--- config.mk ---
export PLATFORM = sky130hd
export DESIGN_NAME = pewm_fifo
export DESIGN_NICKNAME = d
export VERILOG_FILES = /design/src/hw/rtl/pewm_pkg.sv /design/src/hw/rtl/pewm_fifo.sv
export SDC_FILE = /design/constraint.sdc
export NUM_CORES = 1
export LEC_CHECK = 0
export BUFFER_PORTS_ARGS = -buffer_cell sky130_fd_sc_hd__buf_2
export CAP_MARGIN = 40
export CORE_MARGIN = 5
export CORE_UTILIZATION = 29
export CTS_CLUSTER_DIAMETER = 30
export CTS_CLUSTER_SIZE = 10
export DETAILED_ROUTE_END_ITERATION = 8
export HOLD_SLACK_MARGIN = 0.08
export PLACE_DENSITY = 0.53
export SLEW_MARGIN = 20
export SYNTH_ARGS = -nofsm -noshare
export SYNTH_HDL_FRONTEND = slang
export SYNTH_SLANG_ARGS = --single-unit
--- constraint.sdc ---
create_clock -name clk_i -period 4.25 [get_ports clk_i]
set_clock_uncertainty 0.15 [all_clocks]
set_input_delay 0.6375 -clock clk_i [delete_from_list [all_inputs] [get_ports clk_i]]
set_output_delay 0.6375 -clock clk_i [all_outputs]
set_load 0.01 [all_outputs]
--- src/hw/rtl/pewm_pkg.sv ---
package pewm_pkg;

  localparam int unsigned BaseBits = 2;
  localparam int unsigned CodeBits = 5;
  localparam int unsigned LenBits = 4;
  localparam int unsigned CodesBits = 60;
  localparam int unsigned CfgDataBits = 60;
  localparam int unsigned CfgIdxBits = 1;
  localparam int unsigned OutPosBits = 16;
  localparam logic [CodeBits:0] StopMark = 6'd32;

  localparam logic [CfgIdxBits-1:0] CfgPeptideLength = 1'b0;
  localparam logic [CfgIdxBits-1:0] CfgPeptideCodes = 1'b1;

  function automatic logic [CodeBits:0] codon_lookup(input logic [5:0] idx);
    logic [CodeBits:0] aa;
    case (idx)
      6'd0, 6'd2: aa = 6'd8;
      6'd1, 6'd3: aa = 6'd11;
      6'd4, 6'd5, 6'd6, 6'd7: aa = 6'd16;
      6'd8, 6'd10: aa = 6'd14;
      6'd9, 6'd11: aa = 6'd15;
      6'd12, 6'd13, 6'd15: aa = 6'd7;
      6'd14: aa = 6'd10;
      6'd16, 6'd18: aa = 6'd13;
      6'd17, 6'd19: aa = 6'd6;
      6'd20, 6'd21, 6'd22, 6'd23: aa = 6'd12;
      6'd24, 6'd25, 6'd26, 6'd27: aa = 6'd14;
      6'd28, 6'd29, 6'd30, 6'd31: aa = 6'd9;
      6'd32, 6'd34: aa = 6'd3;
      6'd33, 6'd35: aa = 6'd2;
      6'd36, 6'd37, 6'd38, 6'd39: aa = 6'd0;
      6'd40, 6'd41, 6'd42, 6'd43: aa = 6'd5;
      6'd44, 6'd45, 6'd46, 6'd47: aa = 6'd17;
      6'd48, 6'd50: aa = StopMark;
      6'd49, 6'd51: aa = 6'd19;
      6'd52, 6'd53, 6'd54, 6'd55: aa = 6'd15;
      6'd56: aa = StopMark;
      6'd57, 6'd59: aa = 6'd1;
      6'd58: aa = 6'd18;
      6'd60, 6'd62: aa = 6'd9;
      6'd61, 6'd63: aa = 6'd4;
      default: aa = StopMark;
    endcase
    return aa;
  endfunction

  typedef struct packed {
    logic [OutPosBits-1:0] pos;
    logic                  fwd;
    logic                  rev;
  } pewm_res_t;

endpackage

--- src/hw/rtl/pewm_fifo.sv ---
module pewm_fifo import pewm_pkg::*; (
  input  logic      clk_i,
  input  logic      rst_ni,
  input  logic      push_i,
  input  pewm_res_t data_i,
  input  logic      pop_i,
  output logic      valid_o,
  output pewm_res_t data_o,
  output logic [2:0] count_o
);

  pewm_res_t mem_q [4];
  logic [1:0] wp_q, rp_q;
  logic [2:0] cnt_q;

  always_ff @(posedge clk_i or negedge rst_ni) begin
    if (!rst_ni) begin
      wp_q <= '0;
      rp_q <= '0;
      cnt_q <= '0;
    end else begin
      if (push_i) wp_q <= wp_q + 1'b1;
      if (pop_i) rp_q <= rp_q + 1'b1;
      cnt_q <= cnt_q + {2'b0, push_i} - {2'b0, pop_i};
    end
  end

  always_ff @(posedge clk_i) begin
    if (push_i) mem_q[wp_q] <= data_i;
  end

  assign valid_o = cnt_q != '0;
  assign data_o = mem_q[rp_q];
  assign count_o = cnt_q;

endmodule

==> flow_metrics.py, run 1 <==
metrics = {
    "sta": {
        "tightest_slew_ns": 0.710,
        "period_share_pct": 69.9,
        "slew_violations": 0,
        "holdWs_ns": 0.356,
        "hold_viol_final": 0,
        "worst_slack_ns": 1.28,
        "rsz0062_at_grt": "false",
        "setup_viol_count_final": 0,
        "finalCriticalPeriod_ns": 2.97,
        "fmax_mhz": 337,
        "finalSetupTns_ns": 0,
        "relSlewSlack_pct": 52.7,
    },
    "route": {
        "drc": 0,
        "vias": 1367,
        "wirelength_mm": 5.38,
        "avgViaCountPerCell": 4.21,
        "antenna_left": 0,
        "wire_per_inst_um": 16.5,
        "drt_first_pass_iters": 3,
        "drtIter0Drc": 45,
    },
    "grt": {
        "grt_pass1_wl_mm": 8.72,
        "gr-total-overflow": 0,
        "grt.total_usage_pct": 9.45,
        "grt_max_degree": 15,
        "grt_pass1_vias": 1576,
        "grt_antenna_before_repair": 0,
    },
    "layout": {
        "area_growth_pct": 22.1,
        "final_layout_size_suffix_gt1_share_pct": 42.9,
        "n_antenna_cell": 0,
        "final_common_cell": "edfxtp_1",
        "nNetsFinal": 213,
        "final_core_util_pct": 35.7,
        "final_area_sq_um": 3640,
        "layout_common_cells": "edfxtp_1, buf_2, mux4_2",
        "fillCellCount": 974,
    },
    "die": {
        "initial_core_util_pct": 29.3,
        "dieArea_sq_um": 12400,
        "ios": 44,
        "die_w_um": 111,
        "fp.dieH_um": 111,
        "rows": 37,
        "core-area_sq_um": 10200,
    },
    "synthesis": {
        "synth-simple-area-share_pct": 1.30,
        "synth_warnings": 0,
        "syn_area_sq_um": 2980,
        "synth.largest_area_cell": "edfxtp_1",
        "netlist_instances": 127,
        "synth.area.mux_share_pct": 13.6,
        "synth-seq-cells": 79,
        "synth_top_family_by_area": "multiplexers",
        "syn_area_per_cell_sq_um": 23.5,
        "synth.area.top_cells": "edfxtp_1, mux4_2, dfrtp_1",
        "synth_nets": 156,
        "synth_compound_area_share_pct": 0.168,
        "synthAdderAreaFrac_pct": 3.19,
        "synth_xor_area_share_pct": 1.47,
        "ys_seq_area_share_pct": 78.4,
        "yosysTopAreaCellShare_pct": 72.5,
        "synthDistinctLibCells": 15,
    },
    "clocking": {
        "cts_tree": "done",
        "clkSlewWorstSetupHoldPaths_ns": 0.08,
        "ctsLongestPathBuffers": 2,
        "cts_setup_buffers": 0,
        "worstSkewPairLatency_ns": 0.34,
        "cts_buffers": 9,
        "cts_root_buf": "clkbuf_8",
        "htree_levels": 3,
        "cts_sinks": 79,
    },
    "setup_path": {
        "worst-path-buf-inv": 2,
        "critPathRequiredTime_ns": 3.46,
        "worstPathMaxFanout": 12,
        "crit_chain": "buf_4 > mux4_2 > buf_2",
        "crit_arrival_ns": 2.18,
        "critPathLaunchType": "flip-flop",
        "path_class": "flip-flop to primary output",
        "endpoint_kind": "primary output",
        "crit_family": "flip-flops",
        "slowest_stage": "dfrtp_1",
        "cpPeakStageDelay_ns": 0.80,
    },
    "pwr": {
        "power.share.clock_pct": 22.5,
        "power_density_nw_per_um2": 654,
        "p_int_w": 0.00167,
        "irDropWorstVdd_mv": 0.228,
        "p_leak_nw": 1.29,
        "power_frac_comb_pct": 30.6,
        "switching_power_w": 0.000708,
        "power.switching_fraction_pct": 29.8,
        "seq_power_share_pct": 46.9,
    },
    "place": {
        "post_dp_cell_area_sq_um": 3440,
        "hpwl_mm": 3.75,
        "dp_slack_ns": 1.56,
        "portBuffers": 43,
        "routabilityCongestion": 0.631,
    },
    "job": {
        "maxCapViolCount": 0,
    },
    "outcome": {
        "status": "finished, final reports clean",
    },
    "worst_hold_path": {
        "hold_path_class": "input pin to flip-flop",
    },
}
==> power groups by stage <==
| stage | clock network (W) | registers (W) | logic [W] |
|---|---|---|---|
| after floorplan | 0 | 0.00109 | 0.000499 |
| after global placement | 0 | 0.00116 | 0.000660 |
| after detailed placement | 0 | 0.00114 | 0.000753 |
| after CTS | 0.000560 | 0.00112 | 0.000754 |
| after global routing | 0.000595 | 0.00114 | 0.000808 |
| final | 0.000535 | 0.00112 | 0.000728 |
==> cell usage after synthesis <==
cell type / count
mux4_2: 18
dfrtp_1: 7
nand2_1: 2
buf_4: 1
fa_1: 1
xnor2_1: 3
buf_2: 1
o21ai_0: 1
xor2_1: 2
buf_6: 2
and2_1: 4
inv_1: 6
or3_1: 1
edfxtp_1: 72
ha_1: 6
==> worst paths after layout <==
kind	start	to	slack (ns)	depth (start not counted)
setup / recovery	rp_q[0]	data_o[3]	1.28	3
hold / removal	data_i[6]	mem_q[2][6]	0.36	1
setup reg to reg	count_o[0]	count_o[2]	2.41	7
hold reg to reg	wp_q[0]	wp_q[0]	0.38	1
max in group asynchronous	rst_ni	rp_q[0]	3.28	2
min in group asynchronous	rst_ni	count_o[0]	0.50	2
==> state kept, by name (all words and copies together) (netlist names) <==
name     flops
count_o      3
mem_q       72
wp_q         2
rp_q         2
==> timing repair <==
| item | in CTS | in global routing |
|---|---|---|
| hold buffers | 1 | 0 |
| resized for setup | 0 | 0 |
| hold endpoints to repair | 7 | 0 |
==> final cells by class <==
type | instances | area [sq um] | area share (%)
clock inverter | 6 | 62.6 | 1.72
tap | 136 | 170 | 4.67
sequential | 79 | 2340 | 64.2
inverter | 6 | 22.5 | 0.619
multi-input combinational | 38 | 588 | 16.2
timing repair buffer | 50 | 333 | 9.14
clock buffer | 10 | 128 | 3.51
==> through the flow <==
step,power (W),std cells
after floorplan,0.00159,127
final,0.00238,325
after detailed placement,0.00189,308
after CTS,0.00244,325
after global placement,0.00183,303
after global routing,0.00254,325
==> cells by family (layout without fill, tap and decap cells) <==
logic type               Yosys count  after routing
AO/OA/AOI/OAI                      1              1
AND/OR/NAND/NOR                    7              7
XOR/XNOR                           5              5
flip-flops                        79             79
adder cells (fa/ha/maj)            7              7
buffers and inverters             10             72
multiplexers                      18             18
==> routing by layer <==
layer / vias up / share of wire, % / GRT usage, %
met5: - / 0 / 0
met4: 0 / 0.37 / 3.16
met3: 2 / 6.7 / 4.57
met2: 42 / 49 / 14.8
met1: 696 / 44 / 11.5
li1: 627 / - / -
No activity file was read; power rests on OpenSTA's default activity.
==> inputs of run 2 (changes only) <==
- ABC_AREA: default -> 1
- PLACE_DENSITY: 0.53 -> 0.54
- clock period: 4.25 -> 2.71 ns (I/O delays scaled with it)
==> run 2 against run 1 <==
Non-clock buffer count did not move. Setup slack got worse by 0.76 ns. Global-route usage increased by 0.72 points. Critical path type unchanged. Critical endpoint is now data_o[4].
==> flow_metrics.py, run 2 <==
metrics = {
    "clocking": {
        "cts_tree": "done",
        "cts_root_buf": "clkbuf_16",
        "cts_sinks": 79,
        "ctsLongestPathBuffers": 2,
        "cts-resized-gates": 0,
        "cts_buffers": 9,
        "htree_levels": 3,
        "clkSlewWorstSetupHoldPaths_ns": 0.06,
        "worstSkewPairLatency_ns": 0.34,
    },
    "grt": {
        "gr-total-overflow": 0,
        "grt_max_degree": 39,
        "grt.total_usage_pct": 10.2,
        "grt_pass1_vias": 2160,
        "grt_pass1_wl_mm": 11.0,
        "grt_antenna_before_repair": 0,
    },
    "place": {
        "dp_slack_ns": 0.845,
        "portBuffers": 43,
        "hpwl_mm": 4.35,
        "routabilityCongestion": 0.705,
    },
    "route": {
        "drtIter0Drc": 81,
        "vias": 2158,
        "avgViaCountPerCell": 4.12,
        "antenna_left": 0,
        "drc": 0,
        "wirelength_mm": 6.75,
        "wire_per_inst_um": 12.9,
        "drt_first_pass_iters": 4,
    },
    "synthesis": {
        "synth_nets": 355,
        "synth.area.top_cells": "edfxtp_1, nand2_1, inv_1",
        "ys_seq_area_share_pct": 67.9,
        "syn_area_per_cell_sq_um": 10.6,
        "synthTopCellsByCount": "nand2_1, inv_1, edfxtp_1",
        "netlist_instances": 326,
        "ys.flop_type": "edfxtp_1",
        "synthDistinctLibCells": 16,
        "synth_warnings": 0,
        "syn_area_sq_um": 3440,
        "synth.largest_area_cell": "edfxtp_1",
        "yosysTopAreaCellShare_pct": 62.8,
        "synth.most_common_cell": "nand2_1",
        "synth_edf_count": 72,
        "async_reset_ff_share_pct": 8.86,
        "synth-seq-cells": 79,
    },
    "setup_path": {
        "path_class": "flip-flop to primary output",
        "critPathRequiredTime_ns": 2.15,
        "crit_arrival_ns": 1.63,
        "crit_top_cell": "nand2_1",
        "cpPeakStageDelay_ns": 0.46,
        "slowest_stage": "inv_2",
        "crit_chain": "inv_2 > nand2_1 > nand3_1 > nand2_1 > buf_2",
        "critPathLaunchType": "flip-flop",
        "worstPathMaxFanout": 36,
        "endpoint_kind": "primary output",
    },
    "die": {
        "fp.dieH_um": 119,
        "core-area_sq_um": 11500,
        "die_w_um": 119,
        "rows": 39,
        "ios": 44,
        "initial_core_util_pct": 29.9,
        "dieArea_sq_um": 14200,
    },
    "layout": {
        "final_layout_size_suffix_gt1_share_pct": 17.1,
        "layout_common_cells": "nand2_1, inv_1, edfxtp_1",
        "final_core_util_pct": 35.7,
        "largest-register": "mem_q",
        "area_growth_pct": 19.4,
        "largest_reg_flops": 72,
        "n_antenna_cell": 0,
        "final_common_cell": "nand2_1",
        "nNetsFinal": 405,
    },
    "sta": {
        "setup_viol_count_final": 0,
        "hold_viol_final": 0,
        "worst_slack_ns": 0.520,
        "relSlewSlack_pct": 59.2,
        "finalSetupTns_ns": 0,
        "period_share_pct": 80.8,
        "slew_violations": 0,
        "rsz0062_at_grt": "false",
        "tightest_slew_ns": 0.611,
        "finalCriticalPeriod_ns": 2.19,
        "fmax_mhz": 457,
    },
    "worst_hold_path": {
        "hold_path_class": "input pin to flip-flop",
    },
    "pwr": {
        "power_density_nw_per_um2": 1070,
        "p_total_w": 0.00439,
        "irDropWorstVdd_mv": 0.552,
        "p_leak_nw": 1.96,
    },
    "outcome": {
        "status": "finished, final reports clean",
    },
    "job": {
        "maxCapViolCount": 0,
    },
}
run 2: what timing repair did:
| action | in CTS | in global routing |
|---|---|---|
| hold buffers | 1 | 0 |
| endpoints found under the hold margin | 7 | 0 |
| buffers inserted | 0 | 0 |
run 2: logic make-up after synthesis:
kind of cell	after synthesis	synth area share, %
and+or+nand+nor	140	16.7
buffers and inverters	96	11.7
DFF	79	67.9
adders and majority gates	7	2.76
xor gates and xnor gates	3	0.763
AOI/OAI and AO/OA	1	0.145
run 2: cell type report:
class                           count  area, sq um
Fill cell                        1144         7400
Tap cell                          143          179
Clock inverter                      4         43.8
Inverter                           85          322
Multi-Input combinational cell    151          703
Clock buffer                       12          256
Sequential cell                    79         2340
Timing Repair Buffer               50          270
run 2: report_power, final:
part	total [W]	internal [W]	switching, W
Sequential	0.00171	0.00161	0.000101
Combinational	0.00148	0.000502	0.000974
Clock	0.00120	0.000756	0.000443
run 2: final timing paths:
check | from | end | slack [ns] | depth (start not counted)
hold / removal | data_i[7] | mem_q[2][7] | 0.13 | 1
min in group asynchronous | rst_ni | count_o[1] | 0.28 | 2
max in group asynchronous | rst_ni | rp_q[1] | 1.97 | 2
setup / recovery | rp_q[0] | data_o[4] | 0.52 | 5
setup reg to reg | wp_q[0] | mem_q[0][14] | 0.90 | 5
hold reg to reg | wp_q[0] | wp_q[0] | 0.39 | 1
run 2: metal layers:
metal	routed length, um	track usage (%)	vias up	part of all wire (%)
met1	2860	11.4	1007	42
met2	3430	17.4	33	51
li1	-	-	1104	-
met5	0	0	-	0
met4	134	4.34	0	2.0
met3	321	3.74	14	4.8
run 2: through the flow:
step | hold slack, ns | area, sq um | std cells
global placement | 0.102 | 3800 | 507
floorplan | -0.0391 | 3440 | 326
finish | 0.127 | 4110 | 524
global route | 0.114 | 4110 | 524
CTS | 0.112 | 4110 | 524
detailed placement | 0.103 | 3800 | 507
run 2: worst max-delay path: cells and delay by family (launching register included):
family / cells / cell delay [ns]
and+or+nand+nor: 3 / 0.30
DFF: 1 / 0.39
buffers and inverters: 2 / 0.61
