File: src/hw/rtl/pewm_pkg.sv
package pewm_pkg;

  localparam int unsigned BaseBits = 2;
  localparam int unsigned CodeBits = 5;
  localparam int unsigned LenBits = 4;
  localparam int unsigned CodesBits = 60;
  localparam int unsigned CfgDataBits = 60;
  localparam int unsigned CfgIdxBits = 1;
  localparam int unsigned OutPosBits = 16;
  localparam logic [CodeBits:0] StopMark = 6'd32;

  localparam logic [CfgIdxBits-1:0] CfgPeptideLength = 1'b0;
  localparam logic [CfgIdxBits-1:0] CfgPeptideCodes = 1'b1;

  function automatic logic [CodeBits:0] codon_lookup(input logic [5:0] idx);
    logic [CodeBits:0] aa;
    case (idx)
      6'd0, 6'd2: aa = 6'd8;
      6'd1, 6'd3: aa = 6'd11;
      6'd4, 6'd5, 6'd6, 6'd7: aa = 6'd16;
      6'd8, 6'd10: aa = 6'd14;
      6'd9, 6'd11: aa = 6'd15;
      6'd12, 6'd13, 6'd15: aa = 6'd7;
      6'd14: aa = 6'd10;
      6'd16, 6'd18: aa = 6'd13;
      6'd17, 6'd19: aa = 6'd6;
      6'd20, 6'd21, 6'd22, 6'd23: aa = 6'd12;
      6'd24, 6'd25, 6'd26, 6'd27: aa = 6'd14;
      6'd28, 6'd29, 6'd30, 6'd31: aa = 6'd9;
      6'd32, 6'd34: aa = 6'd3;
      6'd33, 6'd35: aa = 6'd2;
      6'd36, 6'd37, 6'd38, 6'd39: aa = 6'd0;
      6'd40, 6'd41, 6'd42, 6'd43: aa = 6'd5;
      6'd44, 6'd45, 6'd46, 6'd47: aa = 6'd17;
      6'd48, 6'd50: aa = StopMark;
      6'd49, 6'd51: aa = 6'd19;
      6'd52, 6'd53, 6'd54, 6'd55: aa = 6'd15;
      6'd56: aa = StopMark;
      6'd57, 6'd59: aa = 6'd1;
      6'd58: aa = 6'd18;
      6'd60, 6'd62: aa = 6'd9;
      6'd61, 6'd63: aa = 6'd4;
      default: aa = StopMark;
    endcase
    return aa;
  endfunction

  typedef struct packed {
    logic [OutPosBits-1:0] pos;
    logic                  fwd;
    logic                  rev;
  } pewm_res_t;

endpackage

File: src/hw/rtl/pewm_front.sv
module pewm_front import pewm_pkg::*; #(
  parameter int unsigned MaxPeptide = 12,
  parameter int unsigned PositionBits = 16
) (
  input  logic                       clk_i,
  input  logic                       rst_ni,
  input  logic                       take_i,
  input  logic [BaseBits-1:0]        base_i,
  input  logic                       sequence_end_i,
  input  logic [LenBits-1:0]         len_i,
  output logic                       vld_o,
  output logic [3*MaxPeptide*2-1:0]  hist_o,
  output logic [PositionBits-1:0]    seen_o
);

  localparam int unsigned Depth = 3 * MaxPeptide;
  localparam logic [PositionBits-1:0] PosMax = '1;

  logic [Depth*2-1:0] hist_q, hist_d;
  logic [PositionBits-1:0] seen_q, seen_d, seen_inc;
  logic [Depth*2-1:0] hist_o_q;
  logic [PositionBits-1:0] seen_o_q;
  logic vld_q;

  assign seen_inc = (seen_q != PosMax) ? seen_q + 1'b1 : seen_q;

  always_comb begin
    hist_d = hist_q;
    seen_d = seen_q;
    if (take_i) begin
      if (sequence_end_i) begin
        hist_d = '0;
        seen_d = '0;
      end else begin
        hist_d = {hist_q[Depth*2-3:0], base_i};
        seen_d = seen_inc;
      end
    end
  end

  always_ff @(posedge clk_i or negedge rst_ni) begin
    if (!rst_ni) begin
      hist_q <= '0;
      seen_q <= '0;
      vld_q <= 1'b0;
    end else begin
      hist_q <= hist_d;
      seen_q <= seen_d;
      vld_q <= take_i && (len_i != '0) && (32'(len_i) <= MaxPeptide);
    end
  end

  always_ff @(posedge clk_i) begin
    if (take_i) begin
      hist_o_q <= {hist_q[Depth*2-3:0], base_i};
      seen_o_q <= seen_inc;
    end
  end

  assign vld_o = vld_q;
  assign hist_o = hist_o_q;
  assign seen_o = seen_o_q;

endmodule

File: config.mk
export PLATFORM = sky130hd
export DESIGN_NAME = pewm_front
export DESIGN_NICKNAME = d
export VERILOG_FILES = /design/src/hw/rtl/pewm_pkg.sv /design/src/hw/rtl/pewm_front.sv
export SDC_FILE = /design/constraint.sdc
export NUM_CORES = 1
export LEC_CHECK = 0
export ABC_AREA = 1
export ABC_CLOCK_PERIOD_IN_PS = 2000
export BUFFER_PORTS_ARGS = -buffer_cell sky130_fd_sc_hd__buf_2
export CAP_MARGIN = 20
export CORE_MARGIN = 2
export CORE_UTILIZATION = 56
export DETAILED_ROUTE_END_ITERATION = 7
export PLACE_DENSITY = 0.83
export SLEW_MARGIN = 30
export SYNTH_ARGS = -nofsm -noshare
export SYNTH_HDL_FRONTEND = slang
export SYNTH_SLANG_ARGS = --single-unit
export TNS_END_PERCENT = 5
File: constraint.sdc
create_clock -name clk_i -period 2 [get_ports clk_i]
set_input_delay 0.4 -clock clk_i [delete_from_list [all_inputs] [get_ports clk_i]]
set_output_delay 0.4 -clock clk_i [all_outputs]
set_load 0.02 [all_outputs]
==> results.txt, run 1 <==
Clock skew on the completed layout was measured at 10.8 ps. The half-perimeter wire length after placement is 7370 um. Setup repair after global routing left no endpoint under its margin. After synthesis, the share of cell area in mux cells is 0%. The via count of the first global-routing pass is 3975. The buffer count from post-CTS setup fixing is 0. The relative slew slack came out at 49.4%.

The worst setup path is launched from a flip-flop. The routed via count divided by cell count is 5.28. At the end of routability-driven placement, the weighted congestion stood at just over 0.8. Once detail routing completed, the nets flagged for antenna violations numbered 0.

Leaving out fill and tap cells, the most frequent cell in the layout is buf_2. The count of buffering cells on the critical path with inverters included came out at 2. The count of different cell masters after synthesis came out at 32. Among all stages on the critical path, the largest delay is contributed by dfrtp_1.

STA classifies the critical path endpoint as a flip-flop. The shortest clock period the worst path allows after layout is ~1800 ps. The iteration count of the initial detailed-routing pass came out at 5. The clock sink total came out at 175.

The portion of synthesized cell area occupied by the leading cell type came out at 41.0%. For this run, the post-layout net count is 609. The fraction of final layout cells sized beyond drive strength 1 is 27.0%.

The mapped netlist covers 6450 um2. Hold repair after CTS inserted 0 buffers. The share of flip-flops with an asynchronous set or reset after synthesis came out at between 40% and 50%. In this run, synthesis produced a sequential element count of 175. The total wire length came out at 11900 um. The worst-skew pair later-pin latency is 420 ps.

The final non-filler cell area came out at 7690 um2. The number of remaining DRC errors is 0. The number of max-slew violations in the final report is 0. Buffers placed on the I/O ports in this run total 98. The fraction of the mapped netlist area in adder cells came out at less than 1%.

The synthesized design spends more area on one cell type than any other, namely edfxtp_1. By area the synthesized netlist is led by edfxtp_1 (41%), dfrtp_1 (34%), o22ai_1 (6.4%), inv_1 (4.9%), nand2_1 (4.1%). The main combinational cell family by area after synthesis is simple AND/OR/NAND/NOR gates. The count of inserted antenna diode cells came out at 0.

For the final routed database, the setup TNS stands at 0 ps. The overall track demand over capacity in global routing came out at 20.6%. The critical path goes through ha_1 > nand3_2 > inv_2 > nand4_2 > buf_4 > nand3_2 > nand2_1 > o21ai_1.

The violation count after the first detailed-routing iteration came out at 273. Data on the critical path arrives at its endpoint at 2120 ps. Post-CTS repair changed the size of 0 cells. Among the stages of the critical path, the cell type that occurs most often is nand3_2.

For this run, the top clock speed supported by timing is 564 MHz. The required time at the worst-slack endpoint is about 2400 ps. Yosys printed 0 warnings.

The final global-route overflow total came out at 0. Synthesis produced a netlist whose cell count is 495. Entering global routing, the biggest net connects 161 pins. The total power density per cell area is around 990 nW/um2. The number of synthesized flops with an enable pin is a little under 90. The count of endpoints failing setup in the final report is 0. Hold timing on the final database bottoms out at a slack of -10.1 ps. The die boundary height came out at roughly 110 um.

The largest fanout on the critical path came out at 8. The number of placed instances, taps included, is 722. Clock-pin slew was measured on the worst setup and hold paths at 70 ps.

The biggest cell delay along the critical path came out at 450 ps. The floorplan step defined a die boundary enclosing between 10000 and 15000 um2. The H-tree depth is 4.

The first-pass GRT wire length is 19800 um. The area of the multi-input gates came out at 1200 um2. The core area came out at 11300 um2. The final hold violation count is 6. The worst setup path is of the flip-flop to flip-flop kind. The number of primary I/O pins came out at 99. The placed instances occupy a cell area of a little over 7000 um2. The post-detailed-route wirelength per cell is 15.8 um. The complex-gate fraction of the synthesized area is 7.65%. Leaving out filler cells and counting taps, the final layout contains ~750. The share of the cycle needed by the critical path after routing came out at 88.6%. In the synthesized netlist the dominant register cell turns out to be edfxtp_1. The flow ran to the end, but the final reports show violations. The TritonCTS buffer count came out at 17. The checks that failed: hold timing. The tightest min-delay check is of the input port to async pin type. The reported max-cap violation count came out at 0. The number of antenna violations at the first check in global routing is 0. The number of vias in the routed layout came out at 3981. The worst path setup slack after routing is roughly 230 ps. The cell row count is 39.

Once the floorplan was initialized, standard cells occupied 57.0% of the core. In this design, the largest share of critical-path delay is due to simple AND/OR/NAND/NOR gates. The average footprint of a synthesized cell is around 13 um2. The net count after synthesis is 506. Clock tree synthesis selected as its root buffer the cell clkbuf_16. TritonCTS built the clock tree. Leaving out fill and tap cells, the most frequent cells in the layout are buf_2 (96), edfxtp_1 (88), dfrtp_1 (87), inv_1 (85), nand2_1 (71). The static power due to leakage came out at 3.44 nW.

The die boundary width came out at 111 um. The proportion of synthesized chip area in sequential cells came out at 74.8%. The worst setup slack before clock tree synthesis came out at 268 ps. No sink is reached through more buffers than the 2 on the longest clock path. The peak supply drop came out at 0.639 mV. The area share of xor/xnor cells in the synthesized design is 0.408%. The design draws 7.60 mW. The count of fill cells added during filler insertion came out at 786.

The pin slew with the least headroom to its limit is 758 ps. The basic-gate share of the synthesized area counting and, or, nand and nor cells came out at 10.3%. The area growth from synthesis to final layout is 19.3%. The total area of sequential cells came out at 4820 um2.
==> cell type report <==
cell class | instances | share of cell area [%]
Clock buffer | 19 | 5.76
Clock inverter | 13 | 1.97
Inverter | 88 | 4.33
Multi-Input combinational cell | 214 | 15.6
Sequential cell | 175 | 62.7
Tap cell | 143 | 2.33
Timing Repair Buffer | 102 | 7.37
==> per-stage QoR <==
stage,util [%],hold slack [ps]
after floorplan,-,104
after global placement,62.7,428
after detailed placement,62.7,431
after CTS,67.9,35.9
after global routing,67.9,28.7
final,67.9,-10.1
==> where the power goes <==
part | leakage [nW] | internal [mW] | switching [mW] | total, mW
clock network | 0.290 | 1.90 | 1.39 | 3.29
registers | 2.12 | 3.88 | 0.0381 | 3.92
logic | 1.03 | 0.102 | 0.284 | 0.386
total | 3.44 | 5.89 | 1.71 | 7.60
==> cell families after synthesis <==
logic type	count (synthesis)
flip-flops	175
AO/OA/AOI/OAI	80
AND/OR/NAND/NOR	130
buffers and inverters	106
XOR/XNOR	3
adder cells (fa/ha/maj)	1
==> synthesized netlist by cell type (2+ instances only) <==
| cell | instances |
|---|---|
| nand2_2 | 7 |
| nor2_4 | 3 |
| o21ai_1 | 2 |
| o22ai_1 | 66 |
| and2_1 | 2 |
| inv_2 | 2 |
| nor2_1 | 12 |
| inv_1 | 85 |
| nand3_2 | 10 |
| buf_6 | 2 |
| xor2_1 | 3 |
| nand4_1 | 4 |
| edfxtp_1 | 88 |
| buf_2 | 6 |
| o21ai_0 | 8 |
| nor2_2 | 3 |
| buf_4 | 2 |
| clkbuf_1 | 8 |
| nand3_1 | 10 |
| or2_2 | 4 |
| nand2_1 | 71 |
| dfrtp_1 | 87 |
==> registers in the layout (all words and copies together) (netlist names) <==
signal and count:
vld_o 1, hist_o 72, hist_q 70, seen_o 16
seen_q 16
==> worst paths after layout <==
| kind | startpoint | end | slack (ps) | cells past startpoint |
|---|---|---|---|---|
| max | seen_q[0] | seen_q[3] | 230 | 8 |
| min | rst_ni | hist_q[12] | -10 | 2 |
| max reg2reg | seen_q[0] | seen_q[3] | 230 | 8 |
| min reg2reg | hist_q[39] | hist_o[41] | 440 | 0 |
| max in group asynchronous | rst_ni | hist_q[41] | 1590 | 2 |
| min in group clk_i | len_i[3] | vld_o | 160 | 2 |
==> metal layers <==
layer,GRT usage [%],vias to the layer above,wire [um]
met4,9.14,0,272
met2,31.8,142,5870
met1,27.5,1932,5030
met5,0,-,0
li1,-,1886,-
met3,6.23,21,723
(Power assumes the default switching activity.)
==> run 2: changes to the inputs <==
--- a/config.mk
+++ b/config.mk
@@ -5,14 +5,13 @@
 export SDC_FILE = /design/constraint.sdc
 export NUM_CORES = 1
 export LEC_CHECK = 0
-export ABC_AREA = 1
 export ABC_CLOCK_PERIOD_IN_PS = 2000
 export BUFFER_PORTS_ARGS = -buffer_cell sky130_fd_sc_hd__buf_2
 export CAP_MARGIN = 20
 export CORE_MARGIN = 2
 export CORE_UTILIZATION = 56
 export DETAILED_ROUTE_END_ITERATION = 7
-export PLACE_DENSITY = 0.83
+export PLACE_DENSITY = 0.82
 export SLEW_MARGIN = 30
 export SYNTH_ARGS = -nofsm -noshare
 export SYNTH_HDL_FRONTEND = slang
==> run 2 against run 1 <==
  * Hold slack gained 180 ps
  * Sequential share of layout area shrank 3.3 points
  * Clock power is essentially flat
  * Utilization grew 0.20 points
  * Clock-buffer cell count grew 3
  * Register-to-register slack lost 140 ps
  * Die area grew 4.6%
  * The run now ends clean
  * Combinational power grew 33%
  * Design area grew 5.5%
  * Area after synthesis grew 4.8%
==> results.txt, run 2 <==
The via count of the first global-routing pass came out at 4280 (+7.7%). The post-detailed-route wirelength per cell is 17.1 um (+8.3%). The number of nets in the finished design is 627 (+3.0%). The setup TNS is 0 ps (unchanged). The number of synthesized flops with an enable pin came out at 88 (unchanged). The pin slew with the least headroom to its limit was 472 ps (-286 ps).

The synthesized instance count came out at 509 (+2.8%). The flip-flop count of the largest register after layout was 72 (unchanged). The path class of the tightest hold or removal check is input port to flip-flop. The routed via count divided by cell count came out at 5.62 (+6.5%). The effective utilization at floorplan is 56.7% (-0.22 points). The net count after synthesis came to 520 (+2.8%). The post-synthesis instance area is 6760 um2 (+4.8%).

The first-pass GRT wire length is 21500 um (+8.2%). The most frequent cell after synthesis is edfxtp_1. Setup repair after global routing left no endpoint under its margin. The routability congestion estimate from global placement is 0.852 (+3.1%). The total wire length came out at 13300 um (+11%).

The shortest clock period the worst path allows after layout is 1910 ps (+140 ps). The post-layout total power is 7.79 mW (+2.6%). The count of endpoints failing setup in the final report is 0 (unchanged). The library cell used most frequently in the layout, excluding fill and tap cells, is buf_2.

The largest net degree at the start of global routing is 109 (-32%). The number of primary I/O pins came out at 99 (unchanged). The violation count after the first detailed-routing iteration came out at 433 (+59%). The TritonCTS buffer count was 17 (unchanged). Clock tree synthesis selected as its root buffer the cell clkbuf_16. The floorplan die area is 13000 um2 (+4.6%). The cell type with the highest aggregate area in the netlist is edfxtp_1. The clock sink total came out at 175 (unchanged). The H-tree depth came out at 4 (unchanged). The largest clock skew in the final design came out at 8.65 ps (-2.10 ps). The number of max-slew violations in the final report came to 0 (unchanged).

The multiplexer area fraction after synthesis came out at 0.296% (+0.30 points). The fraction of the mapped netlist area in adder cells came out at 0.185% (-0.0089 points). The worst setup path is launched from a flip-flop. The synthesized flop and latch total is 175 (unchanged). The worst reg2reg path depth is 6 (-2). The overall track demand over capacity in global routing came out at 21.4% (+0.83 points). The signal arrival time at the worst endpoint came out at 2250 ps (+130 ps). The area growth from synthesis to final layout came out at 20.1%. The total power density per cell area is 960 nW/um2 (-2.8%).

The fraction of final layout cells sized beyond drive strength 1 is 26.2% (-0.77 points). The number of antenna violations at the first check in global routing came out at 0 (unchanged). The port buffer count is 98 (unchanged).

The number of vias in the routed layout came out at 4363 (+9.6%). The iteration count of the initial detailed-routing pass is 5 (unchanged). The required time at the worst-slack endpoint is 2340 ps (about the same). By area the synthesized netlist is led by edfxtp_1 (39%), dfrtp_1 (32%), nand3b_1 (3.8%), o31ai_1 (3.6%), o21ai_0 (3.0%). The commonest cells after synthesis are edfxtp_1 (88), dfrtp_1 (87), inv_1 (47), nand2_1 (44), o21ai_0 (40). The worst-skew pair later-pin latency is 430 ps (about the same). The count of different cell masters after synthesis came out at 50 (+56%).

The complex-gate fraction of the synthesized area is 10.2% (+2.6 points). The reported max-cap violation count is 0 (unchanged). The relative slew slack came out at 68.5% (+19 points).

The worst setup path is captured at a flip-flop. The basic-gate share of the synthesized area counting and, or, nand and nor cells came out at 12.0% (+1.7 points). The type of the worst setup path is flip-flop to flip-flop.

The number of buffers on the longest clock path came to 2 (unchanged). The final global-route overflow total is 0 (unchanged). The most used flip-flop cell after synthesis is edfxtp_1. The total of warnings raised by yosys was 0 (unchanged). The number of remaining DRC errors came out at 0 (unchanged).

The flow ran to the end, and the final reports show no timing, DRC or antenna violations. By area, the combinational part of the netlist is dominated by simple AND/OR/NAND/NOR gates. The largest fanout on the critical path came out at 6 (-2). The buffer count from post-CTS setup fixing is 0 (unchanged). The half-perimeter wire length after placement is 8610 um (+17%). The average footprint of a synthesized cell was 13.3 um2 (+1.9%). The worst path setup slack after routing came out at 87.7 ps (-140 ps). The core area is 11900 um2 (+5.2%).

The static power due to leakage came to 3.42 nW (-0.71%). The share of the cycle needed by the critical path after routing came out at 95.6% (+7.0 points). The share of flip-flops with an asynchronous set or reset after synthesis is 49.7% (unchanged). TritonCTS built the clock tree. The final hold violation count came out at 0 (-6). The number of antenna-violating nets in the routed design was 0 (unchanged). The peak supply drop came out at 0.505 mV (-21%). The worst setup slack before clock tree synthesis is 135 ps (-133 ps). The area share of xor/xnor cells in the synthesized design came to 1.17% (+0.76 points). Counting instances, the worst hold path has a depth of 1. The clock transition at the registers of the reported paths came out at 70 ps (about the same).

The cell row count was 40 (+2.6%). The die boundary width came out at 114 um (+2.3%). The fmax was 523 MHz (-7.3%).

The count of inserted antenna diode cells is 0 (unchanged). The portion of synthesized cell area occupied by the leading cell type is 39.1% (-1.9 points). The die boundary height was 114 um (+2.3%).

The proportion of synthesized chip area in sequential cells is 71.3% (-3.4 points). The library cells used most frequently in the layout, excluding fill and tap cells, are buf_2 (96), edfxtp_1 (88), dfrtp_1 (87), inv_1 (46), nand2_1 (44).
==> run 2: cell count changes after synthesis, sizes merged, moves of 9 or more <==
cell | before | now
o22ai | 66 | 1
inv | 88 | 47
nand2 | 78 | 44
nand3b | 0 | 34
o31ai | 1 | 32
o21ai | 11 | 40
clkbuf | 8 | 27
nand3 | 20 | 7
a21oi | 0 | 9
nor4 | 0 | 9
==> run 2: metal layers <==
layer / GRT usage (%) / up-vias / wire [um]
met4: 8.05 / 0 / 163
met1: 27.5 / 2176 / 5730
met3: 4.94 / 15 / 723
li1: - / 2042 / -
met2: 36.1 / 130 / 6640
met5: 0 / - / 0
==> run 2: layout make-up <==
class,instances,area [um2]
Sequential cell,175,4820
Fill cell,839,3800
Multi-Input combinational cell,253,1620
Timing Repair Buffer,122,719
Clock buffer,22,484
Tap cell,147,184
Inverter,47,176
Clock inverter,10,111
==> run 2: worst paths after layout <==
check / from / endpoint / slack (ps)
max reg2reg: seen_q[1] / seen_q[1] / 90
min: base_i[1] / hist_o[1] / 170
max in group asynchronous: rst_ni / hist_q[62] / 1070
min in group asynchronous: rst_ni / seen_q[12] / 370
max: seen_q[1] / seen_q[1] / 90
min reg2reg: hist_q[47] / hist_o[49] / 440
==> run 2: per-stage QoR <==
| step | area, um2 | std cells | util (%) | hold WS [ps] |
|---|---|---|---|---|
| 4_1_cts | 8110 | 776 | 68.1 | 158 |
| 3_3_place_gp | 7500 | 743 | 63.0 | 287 |
| 2_1_floorplan | 6760 | 509 | - | 104 |
| 3_5_place_dp | 7500 | 743 | 63.0 | 286 |
| 6_report | 8120 | 776 | 68.1 | 169 |
| 5_1_grt | 8120 | 776 | 68.1 | 164 |
==> run 2: worst max-delay path: stages (launching register included) <==
cell	delay, ps
dfrtp_1	440
ha_1	270
nand4_1	180
buf_4	200
nor4_2	390
nand2_1	140
o221ai_1	200
==> run 2: power by group <==
group          leakage, nW  total, mW  internal (mW)  switching, mW
registers             2.11       4.00           3.92         0.0770
clock network        0.288       3.28           1.96           1.32
logic                 1.02      0.515          0.161          0.353
==> run 2: cell families (layout without fill, tap and decap cells) <==
logic type               after synthesis  count (layout)
AND/OR/NAND/NOR                      137             137
buffers and inverters                 81             201
AO/OA/AOI/OAI                        104             104
multiplexers                           2               2
flip-flops                           175             175
XOR/XNOR                               9               9
adder cells (fa/ha/maj)                1               1
==> run 2: repair_timing <==
action | CTS | global route
endpoints found under the hold margin | 13 | 0
resized for setup | 0 | 1
endpoints found under the setup margin | 0 | 1
hold buffers | 1 | 0
==> run 3: changes to the inputs <==
--- a/config.mk
+++ b/config.mk
@@ -8,10 +8,12 @@
 export ABC_CLOCK_PERIOD_IN_PS = 2000
 export BUFFER_PORTS_ARGS = -buffer_cell sky130_fd_sc_hd__buf_2
 export CAP_MARGIN = 20
+export CORE_ASPECT_RATIO = 0.7
 export CORE_MARGIN = 2
 export CORE_UTILIZATION = 56
 export DETAILED_ROUTE_END_ITERATION = 7
 export PLACE_DENSITY = 0.82
+export SETUP_SLACK_MARGIN = 0.2
 export SLEW_MARGIN = 30
 export SYNTH_ARGS = -nofsm -noshare
 export SYNTH_HDL_FRONTEND = slang
==> run 3 against run 2 <==
  * Register-to-register slack improved by 110 ps
  * Hold slack gained 13 ps
  * Setup slack improved by 110 ps
  * Clock-buffer cell count grew 2
  * Utilization rose by 2.1 points
  * Global-route usage is 1.1 points higher
  * Critical endpoint is now seen_o[11]
==> results.txt, run 3 (synthesis gave the netlist of run 2 again) <==
The run finished with clean final reports. The final global-route overflow total came out at 0 (unchanged). Setup repair after global routing could not meet its margin everywhere. The iteration count of the initial detailed-routing pass came to 5 (unchanged). The port buffer count is 98 (unchanged).

The half-perimeter wire length after placement came out at 8690 um (+0.92%). In this run the critical register-to-register path is captured at seen_o[11]. The number of vias in the routed layout came out at 4490 (+2.9%). The count of fill cells added during filler insertion came to 812 (-3.2%).

The final cell utilization of the core came out at 70.2% (+2.1 points). The post-detailed-route wirelength per cell is 17.5 um (+2.5%). The clock power share is 41.9% (-0.2 points). The met2 demand-to-capacity share in global routing came out at 33.4% (-2.7 points). The number of buffers on the longest clock path is 2 (unchanged).

The number of primary I/O pins came out at 99 (unchanged). The number of antenna violations at the first check in global routing came out at 0 (unchanged). The cell-internal power came to 6.05 mW (about the same).

The peak supply drop came out at 0.598 mV (+18%). The biggest cell delay along the critical path came out at 600 ps (+160 ps). The flip-flop count of the largest register after layout is 72 (unchanged). The floorplan die area came out at 13000 um2 (+0.11%). The relative slew slack came out at 65.1% (-3.4 points). The worst reg2reg path depth came out at 5 (-1). The total net switching power is 1.77 mW (+1.5%).

The total power density per cell area is 949 nW/um2 (-1.1%). The number of antenna-violating nets in the routed design is 0 (unchanged). The register-to-register setup slack is 200 ps (+110 ps).

The via count of the first global-routing pass was 4220 (-1.4%). TritonCTS built the clock tree. The signal arrival time at the worst endpoint came out at 1970 ps (-280 ps). The reported max-cap violation count is 0 (unchanged). Traced cell by cell, the critical path runs through buf_4 > nand3_4 > or4_4 > buf_6 > o22a_1.

The type of the most critical hold path is input port to flip-flop. The die boundary height is 95.9 um (-16%). The largest fanout on the critical path came out at 5 (-1). The switching share of total power is 22.7% (+0.25 points). The required time at the worst-slack endpoint was 2170 ps (-170 ps). The count of endpoints failing setup in the final report was 0 (unchanged).

The fmax is 554 MHz (+6.0%). The met3 layer usage reported by global route came out at 6.85% (+1.9 points). The routability congestion estimate from global placement is 0.934 (+9.6%). The first-pass GRT wire length came to 21900 um (+1.8%). The overall track demand over capacity in global routing came out at 22.5% (+1.1 points). The fraction of final layout cells sized beyond drive strength 1 came out at 27.9% (+1.7 points). The origin of the critical flop-to-flop path is seen_q[1]. The setup TNS is 0 ps (unchanged).

The final hold violation count is 0 (unchanged). The number of cells on the worst hold path came out at 1 (unchanged). The die boundary width came out at 135 um (+19%). The final worst hold slack came to 182 ps (+12.9 ps). The shortest clock period the worst path allows after layout came to 1800 ps (-108 ps). The pin slew with the least headroom to its limit came out at 523 ps (+51.1 ps). The cell row count was 33 (-18%).

The number of max-slew violations in the final report came out at 0 (unchanged). The commonest non-fill, non-tap cell in the layout is buf_2. The core area was 11700 um2 (-1.6%). The number of nets in the finished design is 636 (+1.4%). The worst-skew pair later-pin latency was 420 ps (about the same).

The slowest library cell on the worst path is or4_4. The met1 layer usage reported by global route came out at 32.8% (+5.3 points). The kind of launch point of the worst setup path is a flip-flop.

The combinational power share came out at 7.1% (+0.5 points). The area growth from synthesis to final layout came out at 21.9%. The worst setup path is captured at a flip-flop. met2 is the most crowded layer. The TritonCTS buffer count came out at 17 (unchanged). The end point of the worst hold path is hist_o[0]. The part of the power in registers came out at 51.1% (-0.2 points). The total wire length came out at 13900 um (+5.0%). The share of the cycle needed by the critical path after routing is 90.2% (-5.4 points). The top cell types in the final layout, fill and taps aside, are buf_2 (96), edfxtp_1 (88), dfrtp_1 (83), inv_1 (46), nand2_1 (43). The largest net degree at the start of global routing was 98 (-10%). The violation count after the first detailed-routing iteration came out at 418 (-3.5%).

CTS placed an instance of clkbuf_16 at the clock tree root. The clock sink total is 175 (unchanged). The routed via count divided by cell count is 5.65 (+0.45%). The count of inserted antenna diode cells was 0 (unchanged).

The type of the worst setup path is flip-flop to flip-flop. The clock transition at the registers of the reported paths is 60 ps (about the same). The H-tree depth is 4 (unchanged). The static power due to leakage is 3.48 nW (+1.8%).

The largest clock skew in the final design came out at 5.37 ps (-3.28 ps). The number of remaining DRC errors is 0 (unchanged). The effective utilization at floorplan is 57.6% (+0.90 points). The origin of the worst min-delay path is base_i[0].
==> run 3: stage by stage <==
stage / cell area, um2 / setup WS (ps) / instances / total power [mW]
finish: 8240 / 196 / 795 / 7.82
detailed placement: 7480 / 142 / 750 / 4.58
global route: 8240 / 90.2 / 795 / 8.08
CTS: 8080 / 107 / 783 / 7.83
global placement: 7480 / 206 / 750 / 4.56
floorplan: 6760 / 229 / 509 / 4.34
==> run 3: power by group through the flow <==
| stage | Combinational [mW] | Sequential (mW) | Clock (mW) |
|---|---|---|---|
| 2_1_floorplan | 0.186 | 4.16 | 0 |
| 3_3_place_gp | 0.509 | 4.05 | 0 |
| 3_5_place_dp | 0.520 | 4.06 | 0 |
| 4_1_cts | 0.526 | 3.99 | 3.31 |
| 5_1_grt | 0.601 | 4.00 | 3.48 |
| 6_report | 0.552 | 3.99 | 3.27 |
==> run 3: final cells by class <==
type / count / area (um2) / area share [%]
Timing Repair Buffer: 131 / 786 / 9.54
Sequential cell: 175 / 4820 / 58.6
Clock buffer: 24 / 482 / 5.85
Clock inverter: 8 / 106 / 1.29
Tap cell: 157 / 196 / 2.39
Inverter: 47 / 176 / 2.14
Multi-Input combinational cell: 253 / 1660 / 20.2
==> run 3: repair_timing <==
action	in CTS	in global routing
endpoints found under the setup margin	15	29
pin swaps	0	9
buffers inserted	0	12
gates cloned	0	0
resized for setup	0	15
hold endpoints to repair	38	0
hold buffers	1	0
==> run 3: per-layer routing <==
layer  vias to the layer above  part of all wire [%]  wire length [um]
li1                       2062                     -                 -
met3                        21                   7.2              1000
met5                         -                     0                 0
met4                         0                   1.2               169
met2                       185                    45              6320
met1                      2222                    46              6420
==> run 3: how the worst max path moves through the flow <==
stage	slack [ps]	cells past startpoint	start	endpoint
finish	200	5	seen_q[1]	seen_o[11]
global route	90	5	seen_q[0]	seen_o[8]
CTS	110	6	seen_q[1]	seen_q[1]
detailed placement	140	4	seen_q[9]	seen_o[15]
global placement	210	4	seen_q[9]	seen_o[15]
floorplan	230	6	seen_q[1]	seen_o[3]
==> run 3: critical path: cells and delay by family, from the launching register on <==
family,cells,cell delay [ps]
buffers and inverters,2,300
DFF,1,370
and+or+nand+nor,2,680
AOI/OAI and AO/OA,1,200
